$ cat src/hw/rtl/bslp_pkg.sv
package bslp_pkg;

   localparam int unsigned CodeWidth     = 32;
   localparam int unsigned CntWidth      = 4;
   localparam int unsigned NumKeys       = 4;
   localparam int unsigned KindWidth     = 4;
   localparam int unsigned CsrIndexWidth = 3;
   localparam int unsigned SlotWidth     = $clog2(NumKeys);
   localparam int unsigned CountWidth    = $clog2(NumKeys + 1);

   localparam logic [CodeWidth-1:0] AllReleased = '1;

   localparam logic [CntWidth-1:0] HoldPlayStopReset = 4'd4;
   localparam logic [CntWidth-1:0] HoldSeekReset     = 4'd3;
   localparam logic [CntWidth-1:0] SeekGapReset      = 4'd2;

   // Bit positions in the latched press flags.
   localparam int unsigned FlagNext = 0;
   localparam int unsigned FlagPrev = 1;
   localparam int unsigned FlagPlay = 2;
   localparam int unsigned FlagStop = 3;

   typedef enum logic [KindWidth-1:0] {
      EV_RAW        = 4'd0,
      EV_SHORT_NEXT = 4'd1,
      EV_SHORT_PREV = 4'd2,
      EV_SHORT_PLAY = 4'd3,
      EV_SHORT_STOP = 4'd4,
      EV_STOP_LONG  = 4'd5,
      EV_PLAY_LONG  = 4'd6,
      EV_PREV_SEEK  = 4'd7,
      EV_NEXT_SEEK  = 4'd8
   } event_kind_type;

   typedef enum logic [CsrIndexWidth-1:0] {
      CSR_CODE_NEXT  = 3'd0,
      CSR_CODE_PREV  = 3'd1,
      CSR_CODE_PLAY  = 3'd2,
      CSR_CODE_STOP  = 3'd3,
      CSR_HOLD_PS    = 3'd4,
      CSR_HOLD_SEEK  = 3'd5,
      CSR_SEEK_GAP   = 3'd6
   } csr_index_type;

   // Short press kinds in release order, indexed by flag position.
   localparam event_kind_type ShortKind [NumKeys] =
      '{EV_SHORT_NEXT, EV_SHORT_PREV, EV_SHORT_PLAY, EV_SHORT_STOP};

   typedef struct packed {
      logic [CodeWidth-1:0] code_next;
      logic [CodeWidth-1:0] code_prev;
      logic [CodeWidth-1:0] code_play;
      logic [CodeWidth-1:0] code_stop;
      logic [CntWidth-1:0]  hold_play_stop;
      logic [CntWidth-1:0]  hold_seek;
      logic [CntWidth-1:0]  seek_gap;
   } cfg_type;

   typedef struct packed {
      logic                scanning;
      logic                tick_skip;
      logic [CntWidth-1:0] play_cnt;
      logic [CntWidth-1:0] stop_cnt;
      logic [CntWidth-1:0] seek_cnt;
      logic [CntWidth-1:0] gap_cnt;
      logic [NumKeys-1:0]  flags;
   } state_type;

   // All result words caused by one input word.
   typedef struct packed {
      event_kind_type [NumKeys-1:0] kinds;
      logic [CodeWidth-1:0]         raw;
      logic [CountWidth-1:0]        count;
   } batch_type;

endpackage

$ cat src/hw/rtl/bslp_if.sv
interface bslp_req_if import bslp_pkg::*; ();
   logic                 valid;
   logic                 ready;
   logic                 action;
   logic [CodeWidth-1:0] buttons;

   modport source (output valid, action, buttons, input ready);
   modport sink   (input valid, action, buttons, output ready);
endinterface

interface bslp_rsp_if import bslp_pkg::*; ();
   logic                 valid;
   logic                 ready;
   logic [KindWidth-1:0] event_kind;
   logic [CodeWidth-1:0] raw_code;
   logic                 last;

   modport source (output valid, event_kind, raw_code, last, input ready);
   modport sink   (input valid, event_kind, raw_code, last, output ready);
endinterface

$ cat src/hw/rtl/bslp_classify.sv
module bslp_classify import bslp_pkg::*; (
   input  state_type            state_i,
   input  cfg_type              cfg_i,
   input  logic                 action_i,
   input  logic [CodeWidth-1:0] buttons_i,
   output state_type            state_o,
   output batch_type            batch_o
);

   logic                 hit_next, hit_prev, hit_play, hit_stop;
   logic [CountWidth-1:0] cnt;

   assign hit_next = (buttons_i == cfg_i.code_next);
   assign hit_prev = (buttons_i == cfg_i.code_prev);
   assign hit_play = (buttons_i == cfg_i.code_play);
   assign hit_stop = (buttons_i == cfg_i.code_stop);

   always_comb begin
      state_o = state_i;
      batch_o = '0;
      cnt     = '0;
      if (!action_i) begin
         // A press edge counts only while idle.
         if (!state_i.scanning) begin
            state_o.scanning = 1'b1;
            if (hit_next) begin
               state_o.flags[FlagNext] = 1'b1;
               state_o.tick_skip       = 1'b1;
               state_o.seek_cnt        = cfg_i.hold_seek;
            end else if (hit_prev) begin
               state_o.flags[FlagPrev] = 1'b1;
               state_o.tick_skip       = 1'b1;
               state_o.seek_cnt        = cfg_i.hold_seek;
            end else if (hit_play) begin
               state_o.flags[FlagPlay] = 1'b1;
               state_o.tick_skip       = 1'b0;
               state_o.play_cnt        = cfg_i.hold_play_stop;
            end else if (hit_stop) begin
               state_o.flags[FlagStop] = 1'b1;
               state_o.tick_skip       = 1'b0;
               state_o.stop_cnt        = cfg_i.hold_play_stop;
            end else begin
               batch_o.kinds[0] = EV_RAW;
               batch_o.raw      = buttons_i;
               batch_o.count    = CountWidth'(1);
            end
         end
      end else if (state_i.scanning) begin
         if (state_i.tick_skip) begin
            state_o.tick_skip = 1'b0;
         end else if (buttons_i == AllReleased) begin
            // Release flushes every latched short press in key order.
            for (int i = 0; i < NumKeys; i++) begin
               if (state_i.flags[i]) begin
                  batch_o.kinds[cnt[SlotWidth-1:0]] = ShortKind[i];
                  cnt = cnt + CountWidth'(1);
               end
            end
            batch_o.count     = cnt;
            state_o.flags     = '0;
            state_o.scanning  = 1'b0;
            state_o.tick_skip = 1'b1;
         end else if (hit_stop) begin
            if (state_i.stop_cnt != '0) begin
               state_o.stop_cnt = state_i.stop_cnt - CntWidth'(1);
            end else if (state_i.flags[FlagStop]) begin
               batch_o.kinds[0]        = EV_STOP_LONG;
               batch_o.count           = CountWidth'(1);
               state_o.flags[FlagStop] = 1'b0;
            end
         end else if (hit_play) begin
            if (state_i.play_cnt != '0) begin
               state_o.play_cnt = state_i.play_cnt - CntWidth'(1);
            end else if (state_i.flags[FlagPlay]) begin
               batch_o.kinds[0]        = EV_PLAY_LONG;
               batch_o.count           = CountWidth'(1);
               state_o.flags[FlagPlay] = 1'b0;
            end
         end else if (hit_prev || hit_next) begin
            // Seek repeat: wait out the hold, then one event per gap.
            if (state_i.seek_cnt != '0) begin
               state_o.seek_cnt = state_i.seek_cnt - CntWidth'(1);
            end else begin
               if (hit_prev) begin
                  state_o.flags[FlagPrev] = 1'b0;
               end else begin
                  state_o.flags[FlagNext] = 1'b0;
               end
               if (state_i.gap_cnt != '0) begin
                  state_o.gap_cnt = state_i.gap_cnt - CntWidth'(1);
               end else begin
                  state_o.gap_cnt  = cfg_i.seek_gap;
                  batch_o.kinds[0] = hit_prev ? EV_PREV_SEEK : EV_NEXT_SEEK;
                  batch_o.count    = CountWidth'(1);
               end
            end
         end else begin
            batch_o.kinds[0] = EV_RAW;
            batch_o.raw      = buttons_i;
            batch_o.count    = CountWidth'(1);
         end
      end
   end

endmodule

$ cat src/hw/rtl/bslp_rsp_queue.sv
module bslp_rsp_queue import bslp_pkg::*; (
   input  logic       clock,
   input  logic       reset,
   input  logic       load_i,
   input  batch_type  batch_i,
   output logic       ready_o,
   bslp_rsp_if.source rsp
);

   batch_type             batch_ff, batch_in;
   logic [SlotWidth-1:0]  idx_ff, idx_in;
   logic                  busy_ff, busy_in;
   logic                  is_last;
   logic                  take;

   assign is_last = (CountWidth'(idx_ff) + CountWidth'(1)) == batch_ff.count;
   assign take    = busy_ff && rsp.ready;
   // A new word may enter as the last result of the current one leaves.
   assign ready_o = !busy_ff || (take && is_last);

   assign rsp.valid      = busy_ff;
   assign rsp.event_kind = batch_ff.kinds[idx_ff];
   assign rsp.raw_code   = batch_ff.raw;
   assign rsp.last       = is_last;

   always_comb begin
      batch_in = batch_ff;
      idx_in   = idx_ff;
      busy_in  = busy_ff;
      if (take) begin
         if (is_last) begin
            busy_in = 1'b0;
         end else begin
            idx_in = idx_ff + SlotWidth'(1);
         end
      end
      if (load_i && batch_i.count != '0) begin
         batch_in = batch_i;
         idx_in   = '0;
         busy_in  = 1'b1;
      end
   end

   always_ff @(posedge clock) begin
      batch_ff <= batch_in;
      idx_ff   <= idx_in;
      if (reset) begin
         busy_ff <= 1'b0;
      end else begin
         busy_ff <= busy_in;
      end
   end

endmodule

$ cat src/hw/rtl/button_short_long_press_detector.sv
// Channel  Dir  Handshake        Payload
// req_bus  in   valid / ready    action, buttons
// rsp_bus  out  valid / ready    event_kind, raw_code, last
// csr      in   csr_we only      csr_index, csr_wdata
//
// A word is classified in the cycle it is accepted; its results (zero to four)
// leave from the result register one per cycle while rsp_bus is not stalled.
// The next word is taken in the cycle the last result of the previous one leaves.
// Reset is synchronous; it resets configuration and state and returns to idle.
// A stall on rsp_bus holds the current result and blocks req_bus once it is full.
module button_short_long_press_detector import bslp_pkg::*; (
   input  logic                     clock,
   input  logic                     reset,
   bslp_req_if.sink                 req_bus,
   bslp_rsp_if.source               rsp_bus,
   input  logic                     csr_we,
   input  logic [CsrIndexWidth-1:0] csr_index,
   input  logic [CodeWidth-1:0]     csr_wdata
);

   cfg_type   cfg_ff, cfg_in;
   state_type state_ff, state_in, state_next;
   batch_type batch;
   logic      accept;
   logic      queue_ready;

   assign req_bus.ready = queue_ready;
   assign accept        = req_bus.valid && queue_ready;

   bslp_classify u_classify (
      .state_i   (state_ff),
      .cfg_i     (cfg_ff),
      .action_i  (req_bus.action),
      .buttons_i (req_bus.buttons),
      .state_o   (state_next),
      .batch_o   (batch)
   );

   bslp_rsp_queue u_rsp_queue (
      .clock   (clock),
      .reset   (reset),
      .load_i  (accept),
      .batch_i (batch),
      .ready_o (queue_ready),
      .rsp     (rsp_bus)
   );

   assign state_in = accept ? state_next : state_ff;

   always_comb begin
      cfg_in = cfg_ff;
      if (csr_we) begin
         unique case (csr_index)
            CSR_CODE_NEXT: cfg_in.code_next      = csr_wdata;
            CSR_CODE_PREV: cfg_in.code_prev      = csr_wdata;
            CSR_CODE_PLAY: cfg_in.code_play      = csr_wdata;
            CSR_CODE_STOP: cfg_in.code_stop      = csr_wdata;
            CSR_HOLD_PS:   cfg_in.hold_play_stop = csr_wdata[CntWidth-1:0];
            CSR_HOLD_SEEK: cfg_in.hold_seek      = csr_wdata[CntWidth-1:0];
            CSR_SEEK_GAP:  cfg_in.seek_gap       = csr_wdata[CntWidth-1:0];
            default: ;
         endcase
      end
   end

   always_ff @(posedge clock) begin
      if (reset) begin
         cfg_ff.code_next      <= '0;
         cfg_ff.code_prev      <= '0;
         cfg_ff.code_play      <= '0;
         cfg_ff.code_stop      <= '0;
         cfg_ff.hold_play_stop <= HoldPlayStopReset;
         cfg_ff.hold_seek      <= HoldSeekReset;
         cfg_ff.seek_gap       <= SeekGapReset;
         state_ff              <= '0;
      end else begin
         cfg_ff   <= cfg_in;
         state_ff <= state_in;
      end
   end

endmodule

$ cat src/flat_wrapper.sv
// flat-port wrapper written by rule: the top's interface ports become plain ports
module button_short_long_press_detector_flat import bslp_pkg::*;
  (clock, reset, csr_we, csr_index, csr_wdata, req_bus_valid, req_bus_action, req_bus_buttons, req_bus_ready, rsp_bus_valid, rsp_bus_event_kind, rsp_bus_raw_code, rsp_bus_last, rsp_bus_ready);
  bslp_req_if req_bus_i ();
  bslp_rsp_if rsp_bus_i ();
  input  logic clock;
  input  logic reset;
  input  logic csr_we;
  input  logic [CsrIndexWidth-1:0] csr_index;
  input  logic [CodeWidth-1:0] csr_wdata;
  input wire logic [$bits(req_bus_i.valid)-1:0] req_bus_valid;
  input wire logic [$bits(req_bus_i.action)-1:0] req_bus_action;
  input wire logic [$bits(req_bus_i.buttons)-1:0] req_bus_buttons;
  output wire logic [$bits(req_bus_i.ready)-1:0] req_bus_ready;
  output wire logic [$bits(rsp_bus_i.valid)-1:0] rsp_bus_valid;
  output wire logic [$bits(rsp_bus_i.event_kind)-1:0] rsp_bus_event_kind;
  output wire logic [$bits(rsp_bus_i.raw_code)-1:0] rsp_bus_raw_code;
  output wire logic [$bits(rsp_bus_i.last)-1:0] rsp_bus_last;
  input wire logic [$bits(rsp_bus_i.ready)-1:0] rsp_bus_ready;
  assign req_bus_i.valid = req_bus_valid;
  assign req_bus_i.action = req_bus_action;
  assign req_bus_i.buttons = req_bus_buttons;
  assign req_bus_ready = req_bus_i.ready;
  assign rsp_bus_valid = rsp_bus_i.valid;
  assign rsp_bus_event_kind = rsp_bus_i.event_kind;
  assign rsp_bus_raw_code = rsp_bus_i.raw_code;
  assign rsp_bus_last = rsp_bus_i.last;
  assign rsp_bus_i.ready = rsp_bus_ready;
  button_short_long_press_detector u_core (.clock(clock), .reset(reset), .req_bus(req_bus_i), .rsp_bus(rsp_bus_i), .csr_we(csr_we), .csr_index(csr_index), .csr_wdata(csr_wdata));
endmodule
$ cat config.mk
export PLATFORM = sky130hd
export DESIGN_NAME = button_short_long_press_detector_flat
export DESIGN_NICKNAME = d
export VERILOG_FILES = /design/src/hw/rtl/bslp_pkg.sv /design/src/hw/rtl/bslp_if.sv /design/src/hw/rtl/bslp_classify.sv /design/src/hw/rtl/bslp_rsp_queue.sv /design/src/hw/rtl/button_short_long_press_detector.sv /design/src/flat_wrapper.sv
export SDC_FILE = /design/constraint.sdc
export NUM_CORES = 1
export LEC_CHECK = 0
export BUFFER_PORTS_ARGS = -buffer_cell sky130_fd_sc_hd__buf_2
export CELL_PAD_IN_SITES_DETAIL_PLACEMENT = 0
export CELL_PAD_IN_SITES_GLOBAL_PLACEMENT = 1
export CORE_MARGIN = 2
export CORE_UTILIZATION = 38
export DETAILED_ROUTE_END_ITERATION = 6
export PLACE_DENSITY = 0.7
export SETUP_SLACK_MARGIN = 0.15
export SLEW_MARGIN = 30
export SYNTH_ARGS = -nofsm -noshare
export SYNTH_HDL_FRONTEND = slang
export SYNTH_SLANG_ARGS = --single-unit
$ cat constraint.sdc
create_clock -name clock -period 4.3 [get_ports clock]
set_clock_uncertainty 0.2 [all_clocks]
set_input_delay 0.86 -clock clock [delete_from_list [all_inputs] [get_ports clock]]
set_output_delay 0.86 -clock clock [all_outputs]
set_load 0.1 [all_outputs]
; Yosys cells after proc, flatten, opt, wreduce, memory -nomap -nowiden
; Cells that the tools add are included.
[word_totals]
reg_bits = 216
latch_bits = 0
ramBits = 0
mem_bits_ro = 0
inputBits = 73
out_inout_bits = 39
word_cells = 264
mem_count = 0
[classes]
addsub = 9
multipliers = 0
div = 0
n_lt_le_gt_ge = 7
n_eq_ne = 37
n_shift = 0
n_mux = 126
n_bitwise = 17
reduce_logical = 43
[ops]
columns = operator, count
row1 = 39-bit 2-to-1 mux, 7
row2 = 16-bit 2-to-1 mux, 12
row3 = 4-bit 2-to-1 mux, 33
row4 = 32-bit equality test, 4
row5 = 32-bit 2-to-1 mux, 4
row6 = 3-bit 2-to-1 mux, 20
row7 = 8-bit 2-to-1 mux, 5
row8 = 10-bit AND reduction, 4
row9 = 35-bit 2-to-1 mux, 1
row10 = 11-bit AND reduction, 3
row11 = 32-bit equality test (second input constant), 1
row12 = 1-bit 2-to-1 mux, 31
row13 = 3-bit != test (second input constant), 10
row14 = 2-bit != test (second input constant), 14
row15 = 4-bit demux with 2-bit select, 3
row16 = 12-bit NOT, 2
row17 = 22-bit 2-to-1 mux, 1
row18 = 20-bit 2-to-1 mux, 1
row19 = 2-bit AND reduction, 9
row20 = 4-bit nonzero test, 4
row21 = 4-bit by 1-bit subtractor with 4-bit output (second input constant), 4
row22 = 14-bit 2-to-1 mux, 1
row23 = 13-bit 2-to-1 mux, 1
row24 = 12-bit AND, 1
row25 = other kinds (29), 63

; Longest topological paths before layout
; Gate-level depths: netlist of the first run.
[logic_depth]
depth_word = 32
depth_mapped = 11
ltp_nobuf = 9

; Cells and area by module
; From an unflattened synthesis of the first run, not the netlist that was laid out.
[unflattened]
cells_unflattened = 1194
hier_area_um2 = 11994.0
[by_module_without_submodules]
columns = module, instances, cells_per_inst, area_each_um2, seq_area_each_um2
row1 = button_short_long_press_detector, 1, 605, 6512.5, 3243.1
row2 = bslp_classify, 1, 481, 3394.5, 0.0
row3 = bslp_rsp_queue, 1, 108, 2087.0, 1591.5

; Worst setup path before layout of the first run
; OpenSTA, ideal clock, no wires.
[synth_path]
kind = input to register
start = in req_bus_buttons[15]
end = reg u_core.u_rsp_queue.batch_ff[0] in the netlist's numbering, enable pin
setup_time_ps = 411
arrival_time_ps = 3791
required_time_ps = 3689
path_slack_ps = -102
stages = 9
n_path_buf = 2
path_cell_list = buf_2 xnor2_1 nand4_1 nor4_1 nand4_1 clkbuf_1 or3_1 a31oi_1 o31a_1
[synth_via]
elab_chain_len = 11
word_cells_on_any_way = 20
classes_between = eq/ne: 5 / mux: 12 / reduce/logical: 3
[synth_rtl]
columns = element, line_no
row1 = from (decl), flat_wrapper.sv:13  ; input wire logic [$bits(req_bus_i.buttons)-1:0] req_bus_buttons;
row2 = 32-bit equality test (on tied branches), "bslp_classify.sv:14, bslp_classify.sv:13"
row3 = 1-bit logical OR, bslp_classify.sv:79  ; end else if (hit_prev || hit_next) begin
row4 = 1-bit 2-to-1 mux, bslp_classify.sv:79
row5 = 1-bit 2-to-1 mux, bslp_classify.sv:71  ; end else if (hit_play) begin
row6 = 1-bit 2-to-1 mux, bslp_classify.sv:63  ; end else if (hit_stop) begin
row7 = 3-bit 2-to-1 mux, bslp_classify.sv:51  ; end else if (buttons_i == AllReleased) begin
row8 = 39-bit 2-to-1 mux, bslp_classify.sv:49  ; if (state_i.tick_skip) begin
row9 = 39-bit 2-to-1 mux, bslp_classify.sv:48  ; end else if (state_i.scanning) begin
row10 = 39-bit 2-to-1 mux (*), bslp_classify.sv:22  ; if (!action_i) begin
row11 = 3-bit nonzero test (*), bslp_rsp_queue.sv:37  ; if (load_i && batch_i.count != '0) begin
row12 = 1-bit logical AND (*), bslp_rsp_queue.sv:37
row13 = to (signal assigned), bslp_rsp_queue.sv:45  ; batch_ff <= batch_in;
row14 = to (decl), bslp_rsp_queue.sv:10  ; batch_type batch_ff, batch_in;
; Every way passes the cells marked *; elsewhere a longest branch is shown, timed or not.
; A chain may end at the register's enable or synchronous reset.

; Worst setup path in the final report of the first run
[layout_path]
start = reg u_core.u_rsp_queue.idx_ff[0]
end = out req_bus_ready
[layout_via]
elab_chain_len = 4
[layout_rtl]
columns = element, line_no
row1 = from (decl), bslp_rsp_queue.sv:11  ; logic [SlotWidth-1:0] idx_ff, idx_in;
row2 = from (signal assigned), bslp_rsp_queue.sv:46  ; idx_ff <= idx_in;
row3 = 2-bit by 1-bit adder with 3-bit output, bslp_rsp_queue.sv:16  ; assign is_last = (CountWidth'(idx_ff) + CountWidth'(1)) == batch_ff.count;
row4 = 3-bit equality test, bslp_rsp_queue.sv:16
row5 = 1-bit logical AND, bslp_rsp_queue.sv:19  ; assign ready_o = !busy_ff || (take && is_last);
row6 = 1-bit logical OR, bslp_rsp_queue.sv:19
row7 = to (decl), flat_wrapper.sv:14  ; output wire logic [$bits(req_bus_i.ready)-1:0] req_bus_ready;
; No other way between the ends.

==> results of run 1 <==
-- worst paths after layout --
kind | cells after the start | slack [ps] | end
max | 5 | 760 | req_bus_ready
min | 2 | 270 | u_core.cfg_ff[115]
max reg2reg | 9 | 920 | u_core.u_rsp_queue.rsp.raw_code[10]
min reg2reg | 2 | 270 | u_core.cfg_ff[115]
-- registers in the layout, summed over array words and instances (netlist names) --
register and flops:
u_core.cfg_ff 140, u_core.u_rsp_queue.rsp.raw_code 32, u_core.state_ff 22, u_core.u_rsp_queue.batch_ff 14, u_core.u_rsp_queue.idx_ff 2, u_core.u_rsp_queue.rsp.valid 1
-- logic make-up after synthesis --
group	share of synthesized area
simple gates	0.211
compound gates	0.122
flops	0.443
buf+inv	0.0696
xor+xnor	0.110
mux	0.0229
fa+ha+maj	0.0220
-- metal layers --
metal,up-vias,track usage
li1,4230,-
met1,4028,0.317
met2,250,0.325
met3,37,0.0268
met4,0,0.0501
met5,-,0
-- final cells by class --
cell class,count,area [um^2],share of cell area
Clock buffer,31,657,0.0549
Clock inverter,11,80.1,0.00669
Inverter,32,120,0.0100
Multi-Input combinational cell,873,5190,0.434
Sequential cell,211,4680,0.391
Tap cell,378,473,0.0395
Timing Repair Buffer,136,762,0.0637
-- cells in the mapped netlist (24+ instances only) --
cell type,instances,area [um^2]
dfxtp_1,165,3300
nand2_1,289,1080
clkbuf_1,52,195
xor2_1,83,727
inv_1,31,116
nor4_1,24,150
nand4_1,33,206
buf_4,33,248
nor2_1,38,143
xnor2_1,50,438
edfxtp_1,46,1380
buf_2,31,155
and2_1,35,219
a21oi_1,147,736
-- worst reg2reg max path: stages (launching register included) --
cell	delay, ps
dfxtp_1	420
inv_1	160
fa_1	630
inv_1	100
ha_1	200
inv_1	60
ha_1	240
a311oi_1	560
o31a_2	240
buf_12	240
-- power by group through the flow --
stage	logic [mW]	clock network, mW	registers [mW]
floorplan	0.732	0	2.18
global placement	0.892	0	2.20
detailed placement	0.893	0	2.20
CTS	0.895	1.98	2.16
global route	0.958	2.07	2.17
finish	0.894	1.93	2.16
==> summary.md, run 1 <==
| Metric | Value |
|---|---|
| Synth cell types | 66 |
| Max stage delay cell, worst path | dfxtp_1 |
| CP Launch Point | u_core.u_rsp_queue.idx_ff[0] |
| Post-Synthesis Cells | 1,235 |
| Measured slew at the worst slew-check pin | 868 ps |
| Setup CP Type | reg2out |
| Post-CTS Resized | 0 |
| Clock Path Buffers | 3 |
| Cell Chain, Critical Path | ha_1, xor2_1, o41a_1, inv_1, buf_2 |
| Fin worst setup slack | 758 ps |
| Gr usage total | 0.212 |
| Max VDD drop | 0.233 mV |
| CP Launch Type | flip-flop |
| Sw Ratio | 0.306 |
| Hold buffer count at cts | 0 |
| GRT overflow | 0 |
| TNS Setup | 0 ps |
| Worst hold path type | reg2reg |
| RSZ-0062 raised after global routing | no |
| Crit path buffers/inverters | 2 |
| Fin. Hold Viols | 0 |
| Root Buffer | clkbuf_16 |
| DRC Markers | 0 |
| Routed len/inst | 18.4 um |
| Share of layout cells above drive strength 1 | 0.151 |
| Tot Pwr | 4.99 mW |
| WL met3 | about 1700 um |
| Slowest stage delay, CP | 550 ps |
| Fillers | around 2,800 |
| Fin crit share | 0.824 |
| Pin count of the biggest net entering global routing | 96 |
| Mapped cell area | roughly 11,000 um^2 |
| Outcome | finished, final reports clean |
| CTS tree | built |
| Met2 routed WL | 13,100 um |
| Ys async rst share | 0 |
| Min Hold Slack | 266 ps |
| Antenna violations before repair | 0 |
| Metal1 wirelength | 15,400 um |
| Total die area | 29,200 um^2 |
| Leakage power | 4.50 nW |
| HP Start | u_core.cfg_ff[115] |
| Mean Syn Cell Area | around 8.6 um^2 |
| First-pass GRT wire length | 47,700 um |
| TritonCTS buffer count | 23 |
| Rows | 61 |
| Most common cell after layout, fill and taps aside | nand2_1 |
| H-tree levels | 1 |
| Highest Signal Layer | met4 |
| Syn nets | 1,326 |
| Clock Power Share | 0.388 |
| Cell-internal power | around 3.5 mW |
| Min Tclk post-route | between 3000 and 4000 ps |
| Buffers on Ports | 111 |
| Net Switching | around 1.5 mW |
| Die height | between 150 and 200 um |
| FMAX | 282 MHz |
| Crit end category | primary output |
| Sequential share of the synthesized area | 0.443 |
| Core box area | 27,600 um^2 |
| Final #Nets | 1,368 |
| Commonest cells after routing, fill and taps aside | nand2_1 (288), dfxtp_1 (165), a21oi_1 (147), buf_2 (110), xor2_1 (83) |
| EDFF count, synth | 46 |
| Top_reg_cell synth | dfxtp_1 |
| R2r startpoint | u_core.state_ff[2] |
| Yosys warns | 0 |
| Yosys reg bits | 211 |
| Postcts setup bufs | 0 |
| Initial Utilization | 0.383 |
| DR iter-0 viols | just over 600 |
| I/O pins | 112 |
| Num Clock Sinks | around 210 |
| Via Count | approximately 8,500 |
| Final Instance Area | 12,000 um^2 |
| Seq pwr share | 0.433 |
| Crit path max-delay family | flip-flops |
| Crit path required time | 3240 ps |
| Layout Cells excl Fill | about 1,700 |
| MaxCap Viol Count | 0 |
| Logic pwr share | 0.179 |
| Via density | 5.11 |
| Worst skew pair latency | ~520 ps |
| Detailed Place HPWL | 21,000 um |
| Worst-path maximum fanout | 9 |
| Number of global-route vias before repair | 8,114 |
| Final WL | 30,700 um |
| Power Density | 417 nW/um^2 |
| Die X | 171 um |
| Post-route ant nets | 0 |
| Fin util | 0.433 |
| Antenna cells | 0 |
| Initial DRT Pass Iterations | 5 |
| Clock transition at the registers of the reported paths | 60 ps |
| Dpl cells | 1,630 |
| Setup violators final | 0 |
| Placed inst area | 11,200 um^2 |
| Max-slew headroom | 0.419 |
| P&R area growth vs syn | 13.1% |
| Worst EP arrival | 2480 ps |
| Post-place setup slack | about 240 ps |
| GP Congestion | 0.841 |
| Slew Viols, Final | 0 |
Power figures use the tool's default switching activity.
==> inputs of run 2 (changes only) <==
- PLACE_DENSITY: 0.7 -> 0.68
- clock period: 4.3 -> 3.62 ns (I/O delays scaled with it)
==> run 2 against run 1 <==
Compared with the run above: total power grew 23%; combinational power up 25%; hold slack got worse by 0.50 ps; cell area rose by 3.2%; via count grew 1.4%; core utilization is 1.4 points higher; sequential share of layout area down 1.2 points; clock-buffer cell count stayed put; register-to-register slack got worse by 480 ps; critical path depth did not move; largest power group unchanged; highest routed layer is now met5.
==> summary.md, run 2 (synthesis results as in run 1) <==
| Metric | Value |
|---|---|
| Detailed Place HPWL | 21,900 um (+4.1%) |
| GP Congestion | 0.843 (+0.25%) |
| Share of layout cells above drive strength 1 | 0.177 (+0.0253) |
| Hold buffer count at cts | 0 (unchanged) |
| I/O pins | 112 (unchanged) |
| MaxCap Viol Count | 0 (unchanged) |
| Via density | 5.06 (-1.1%) |
| Cell-internal power | 4.30 mW (+24%) |
| Largest register FFs | 140 (unchanged) |
| Core box area | 27,600 um^2 (unchanged) |
| CP Launch Type | flip-flop |
| Power Density | 498 nW/um^2 (+19%) |
| Clock Power Share | 0.403 (+0.015) |
| Clock Path Buffers | 3 (unchanged) |
| GRT overflow | 0 (unchanged) |
| Antenna cells | 0 (unchanged) |
| Final #Nets | 1,408 (+2.9%) |
| Outcome | finished, final reports clean |
| Commonest cells after routing, fill and taps aside | nand2_1 (289), dfxtp_1 (165), a21oi_1 (147), buf_2 (110), xor2_1 (83) |
| First-pass GRT wire length | 48,100 um (+0.91%) |
| Worst-path maximum fanout | 6 (-3) |
| Post-route ant nets | 0 (unchanged) |
| P&R area growth vs syn | 16.7% |
| DRC Markers | 0 (unchanged) |
| Tot Pwr | 6.15 mW (+23%) |
| RSZ-0062 raised after global routing | no |
| Most common cell after layout, fill and taps aside | nand2_1 |
| Fin crit share | 0.919 |
| Crit end category | primary output |
| Setup CP Type | reg2out |
| Post-place setup slack | -69.7 ps (-313 ps) |
| Root Buffer | clkbuf_16 |
| Number of global-route vias before repair | 8,394 (+3.5%) |
| Crit path required time | 2700 ps (-540 ps) |
| TritonCTS buffer count | 24 (+4.3%) |
| Num Clock Sinks | 211 (unchanged) |
| Buffers on Ports | 111 (unchanged) |
| Fin worst setup slack | 295 ps (-463 ps) |
| Antenna violations before repair | 1 (+1) |
| Fillers | 2,809 (-1.4%) |
| Die height | 171 um (unchanged) |
| DR iter-0 viols | 485 (-22%) |
| Min Tclk post-route | 3320 ps |
| Total die area | 29,200 um^2 (unchanged) |
| Max VDD drop | 0.311 mV (+34%) |
| Sw Ratio | 0.301 (-0.00446) |
| Postcts setup bufs | 0 (unchanged) |
| Post-CTS Resized | 0 (unchanged) |
| Routed len/inst | 18.2 um (-0.87%) |
| Max-slew headroom | 0.430 (+0.0109) |
| Final WL | 31,200 um (+1.6%) |
| Via Count | 8,661 (+1.4%) |
| Fin. Hold Viols | 0 (unchanged) |
| Setup violators final | 0 (unchanged) |
| Leakage power | 4.73 nW (+5.0%) |
| Die X | 171 um (unchanged) |
| Logic pwr share | 0.182 (+0.003) |
| FMAX | 301 MHz |
| Worst skew pair latency | 520 ps (about the same) |
| CTS tree | built |
| Clock transition at the registers of the reported paths | 60 ps (about the same) |
| Reg with most FFs | u_core.cfg_ff |
| Gr usage total | 0.213 (+0.000915) |
| Worst hold path type | reg2reg |
| Pin count of the biggest net entering global routing | 156 (+63%) |
| Measured slew at the worst slew-check pin | 855 ps (-13.3 ps) |
| Slew Viols, Final | 0 (unchanged) |
| H-tree levels | 1 (unchanged) |
| Worst EP arrival | 2400 ps (-80 ps) |
| Net Switching | 1.85 mW (+22%) |
| Initial Utilization | 0.383 (unchanged) |
| Rows | 61 (unchanged) |
| Seq pwr share | 0.414 (-0.019) |
| Initial DRT Pass Iterations | 4 (-1) |
[run 2: cell types whose count changed in the layout (fill, tap and decap cells not counted), sizes merged]
cell,before,now
buf,136,175
bufinv,1,3
clkinv,10,8
clkinvlp,0,2
[run 2: critical path: stages (launching register included)]
cell,delay (ps)
dfxtp_1,450
ha_1,300
xor2_1,190
o41a_1,420
inv_1,110
buf_2,420
[run 2: cell type report]
cell class / instances / area [um^2] / area share
inverter: 32 / 120 / 0.00972
sequential: 211 / 4680 / 0.379
clock buffer: 31 / 658 / 0.0533
tap: 378 / 473 / 0.0383
timing repair buffer: 175 / 1080 / 0.0871
multi-input combinational: 873 / 5200 / 0.421
clock inverter: 13 / 143 / 0.0115
[run 2: layer usage]
| metal | track usage | vias up | part of all wire |
|---|---|---|---|
| li1 | - | 4314 | - |
| met3 | 0.0257 | 30 | 0.046 |
| met5 | 0 | - | 0.00042 |
| met1 | 0.318 | 4114 | 0.51 |
| met4 | 0.0394 | 2 | 0.012 |
| met2 | 0.332 | 201 | 0.43 |
[run 2: power groups by stage]
stage / Combinational (mW) / Clock (mW) / Sequential (mW)
floorplan: 0.879 / 0 / 2.60
global placement: 1.12 / 0 / 2.60
detailed placement: 1.12 / 0 / 2.60
CTS: 1.13 / 2.52 / 2.55
global route: 1.19 / 2.63 / 2.56
finish: 1.12 / 2.48 / 2.55
[run 2: worst paths after layout]
check             cells past startpoint                    startpoint  slack [ps]                  end
setup reg to reg                      9  u_core.u_rsp_queue.idx_ff[1]         440  u_core.state_ff[15]
setup / recovery                      5  u_core.u_rsp_queue.idx_ff[1]         300        req_bus_ready
hold reg to reg                       2             u_core.cfg_ff[40]         270    u_core.cfg_ff[40]
hold / removal                        2             u_core.cfg_ff[40]         270    u_core.cfg_ff[40]
[run 2: stage by stage]
| step | TNS (ps) | utilization | cell area (um^2) | hold slack, ps | instances |
|---|---|---|---|---|---|
| global placement | -4320 | 0.418 | 11600 | 254 | 1669 |
| detailed placement | -3050 | 0.418 | 11600 | 259 | 1669 |
| CTS | 0 | 0.447 | 12400 | 267 | 1713 |
| global route | 0 | 0.447 | 12400 | 276 | 1713 |
| finish | 0 | 0.447 | 12400 | 266 | 1713 |
| floorplan | 0 | - | 10600 | 233 | 1235 |
==> inputs of run 3 (changes only) <==
- CORE_UTILIZATION: 38 -> 45
- PLACE_DENSITY: 0.68 -> 0.78
==> run 3 against run 2 <==
Compared with the run above: first-iteration DRC count increased by 23%; die area decreased by 15%; combinational power is essentially flat; non-clock buffer count shrank 1; total power is 2.2% lower; flip-flop and latch count is the same; core utilization grew 7.9 points; sequential power about the same; global-route usage grew 3.3 points; fmax hardly changed; via count rose by 1.1%; register-to-register slack improved by 50 ps.
==> summary.md, run 3 (synthesis results as in run 1) <==
| Metric | Value |
|---|---|
| Cell-internal power | 4.22 mW (-1.9%) |
| Num Clock Sinks | 211 (unchanged) |
| Worst EP arrival | 2400 ps (about the same) |
| Share of layout cells above drive strength 1 | 0.177 (-0.000220) |
| Antenna violations before repair | 1 (unchanged) |
| Hold buffer count at cts | 0 (unchanged) |
| Power Density | 492 nW/um^2 (-1.3%) |
| Final #Nets | 1,406 (-0.14%) |
| Logic pwr share | 0.187 (+0.005) |
| FMAX | 301 MHz (about the same) |
| Multi-input gate area | 5200 um^2 (unchanged) |
| Initial DRT Pass Iterations | 5 (+1) |
| RSZ-0062 raised after global routing | no |
| Post-route ant nets | 0 (unchanged) |
| Rows | 56 (-8.2%) |
| Slew Viols, Final | 0 (unchanged) |
| I/O pins | 112 (unchanged) |
| Post-CTS Resized | 0 (unchanged) |
| Antenna cells | 0 (unchanged) |
| Clock transition at the registers of the reported paths | 60 ps (about the same) |
| Largest register FFs | 140 (unchanged) |
| MaxCap Viol Count | 0 (unchanged) |
| Most common cell after layout, fill and taps aside | nand2_1 |
| Root Buffer | clkbuf_16 |
| Cell Chain, Critical Path | ha_1, xor2_1, o41a_1, inv_1, buf_2 |
| TritonCTS buffer count | 23 (-4.2%) |
| Fin crit share | 0.919 (about the same) |
| Setup CP Type | reg2out |
| H-tree levels | 1 (unchanged) |
| Setup violators final | 0 (unchanged) |
| Min Tclk post-route | 3330 ps (+0.891 ps) |
| Final Instance Area | 12,200 um^2 (-0.94%) |
| Buffers on Ports | 111 (unchanged) |
| Leakage power | 4.72 nW (-0.26%) |
| GRT overflow | 0 (unchanged) |
| Gr usage total | 0.246 (+0.0330) |
| Fillers | 2,230 (-21%) |
| DR iter-0 viols | 595 (+23%) |
| CTS tree | built |
| Number of global-route vias before repair | 8,181 (-2.5%) |
| Via Count | 8,758 (+1.1%) |
| Outcome | finished, final reports clean |
| Max-slew headroom | 0.474 (+0.0441) |
| Die X | 157 um (-7.9%) |
| Die height | 157 um (-7.9%) |
| Clock Power Share | 0.389 (-0.014) |
| Sw Ratio | 0.299 (-0.00211) |
| First-pass GRT wire length | 46,900 um (-2.5%) |
| Routed len/inst | 18.5 um (+1.5%) |
| Seq pwr share | 0.425 (+0.011) |
| Total die area | 24,800 um^2 (-15%) |
| Via density | 5.31 (+5.0%) |
| Crit path buffers/inverters | 2 (unchanged) |
| Placed inst area | 11,500 um^2 (-0.60%) |
| Final WL | 30,500 um (-2.2%) |
| Net Switching | 1.80 mW (-2.9%) |
| Initial Utilization | 0.455 (+0.0719) |
| Worst hold path type | reg2reg |
| Reg with most FFs | u_core.cfg_ff |
| Fin util | 0.526 (+0.0789) |
| Max stage delay cell, worst path | dfxtp_1 |
| Crit path max-delay family | buffers and inverters |
| Pin count of the biggest net entering global routing | 156 (unchanged) |
| GP Congestion | 0.926 (+9.8%) |
| Crit path required time | 2700 ps (about the same) |
| Crit end category | primary output |
| Core box area | 23,300 um^2 (-16%) |
| CP Launch Type | flip-flop |
| Fin. Hold Viols | 0 (unchanged) |
| Max VDD drop | 0.316 mV (+1.6%) |
| Measured slew at the worst slew-check pin | 789 ps (-66.1 ps) |
| DRC Markers | 0 (unchanged) |
| Commonest cells after routing, fill and taps aside | nand2_1 (289), dfxtp_1 (165), a21oi_1 (147), buf_2 (110), xor2_1 (83) |
| Slowest stage delay, CP | 460 ps (about the same) |
| Detailed Place HPWL | 21,900 um (about the same) |
| Postcts setup bufs | 0 (unchanged) |
| Worst-path maximum fanout | 6 (unchanged) |
| Clock Path Buffers | 3 (unchanged) |
| Worst skew pair latency | 510 ps (about the same) |
| Reg area | 4680 um^2 (unchanged) |
| P&R area growth vs syn | 15.6% |
[run 3: cell types whose count changed in the layout (fill, tap and decap cells not counted), sizes merged]
cell / before / now
buf: 175 / 174
clkbuf: 31 / 33
inv: 32 / 31
clkinvlp: 2 / 0
clkinv: 8 / 7
bufinv: 3 / 2
[run 3: final timing paths]
check | start | end | slack [ps] | cells past startpoint
worst min register to register | u_core.cfg_ff[60] | u_core.cfg_ff[60] | 270 | 2
worst max-delay path | u_core.u_rsp_queue.idx_ff[1] | req_bus_ready | 290 | 5
worst max register to register | u_core.cfg_ff[44] | u_core.u_rsp_queue.rsp.raw_code[10] | 490 | 10
worst min-delay path | u_core.cfg_ff[60] | u_core.cfg_ff[60] | 270 | 2
[run 3: through the flow]
step                total power, mW  hold WS [ps]  setup WS [ps]  setup TNS (ps)  std cells
detailed placement             3.73           259          -60.2           -2490       1609
finish                         6.02           266            294               0       1650
global placement               3.72           254           -110           -4950       1609
floorplan                      3.47           233            156               0       1235
CTS                            6.06           266            254               0       1650
global route                   6.23           279            162               0       1650
[run 3: final cells by class]
cell class | count | share of cell area
clock buffer | 33 | 0.0542
clock inverter | 8 | 0.00736
inverter | 32 | 0.00981
multi-input combinational | 873 | 0.425
sequential | 211 | 0.383
tap | 319 | 0.0326
timing repair buffer | 174 | 0.0883
[run 3: power groups by stage]
stage / clock network, mW / logic (mW) / registers [mW]
5_1_grt: 2.47 / 1.20 / 2.56
6_report: 2.34 / 1.12 / 2.55
3_5_place_dp: 0 / 1.12 / 2.61
4_1_cts: 2.38 / 1.13 / 2.55
3_3_place_gp: 0 / 1.11 / 2.60
2_1_floorplan: 0 / 0.879 / 2.60
[run 3: worst reg2reg max path, delay by kind of cell, from the launching register on]
family                 cells  cell delay [ps]
AND/OR/NAND/NOR            3              850
flip-flops                 1              320
XOR/XNOR                   1              360
AO/OA/AOI/OAI              4              800
buffers and inverters      2              370
[run 3: per-layer routing]
layer  routed length [um]  GRT usage  vias up
met3                 2290     0.0487       42
met5                    0          0        -
li1                     -          -     4321
met1                14700      0.361     4113
met4                  611     0.0615        0
met2                12900      0.370      282
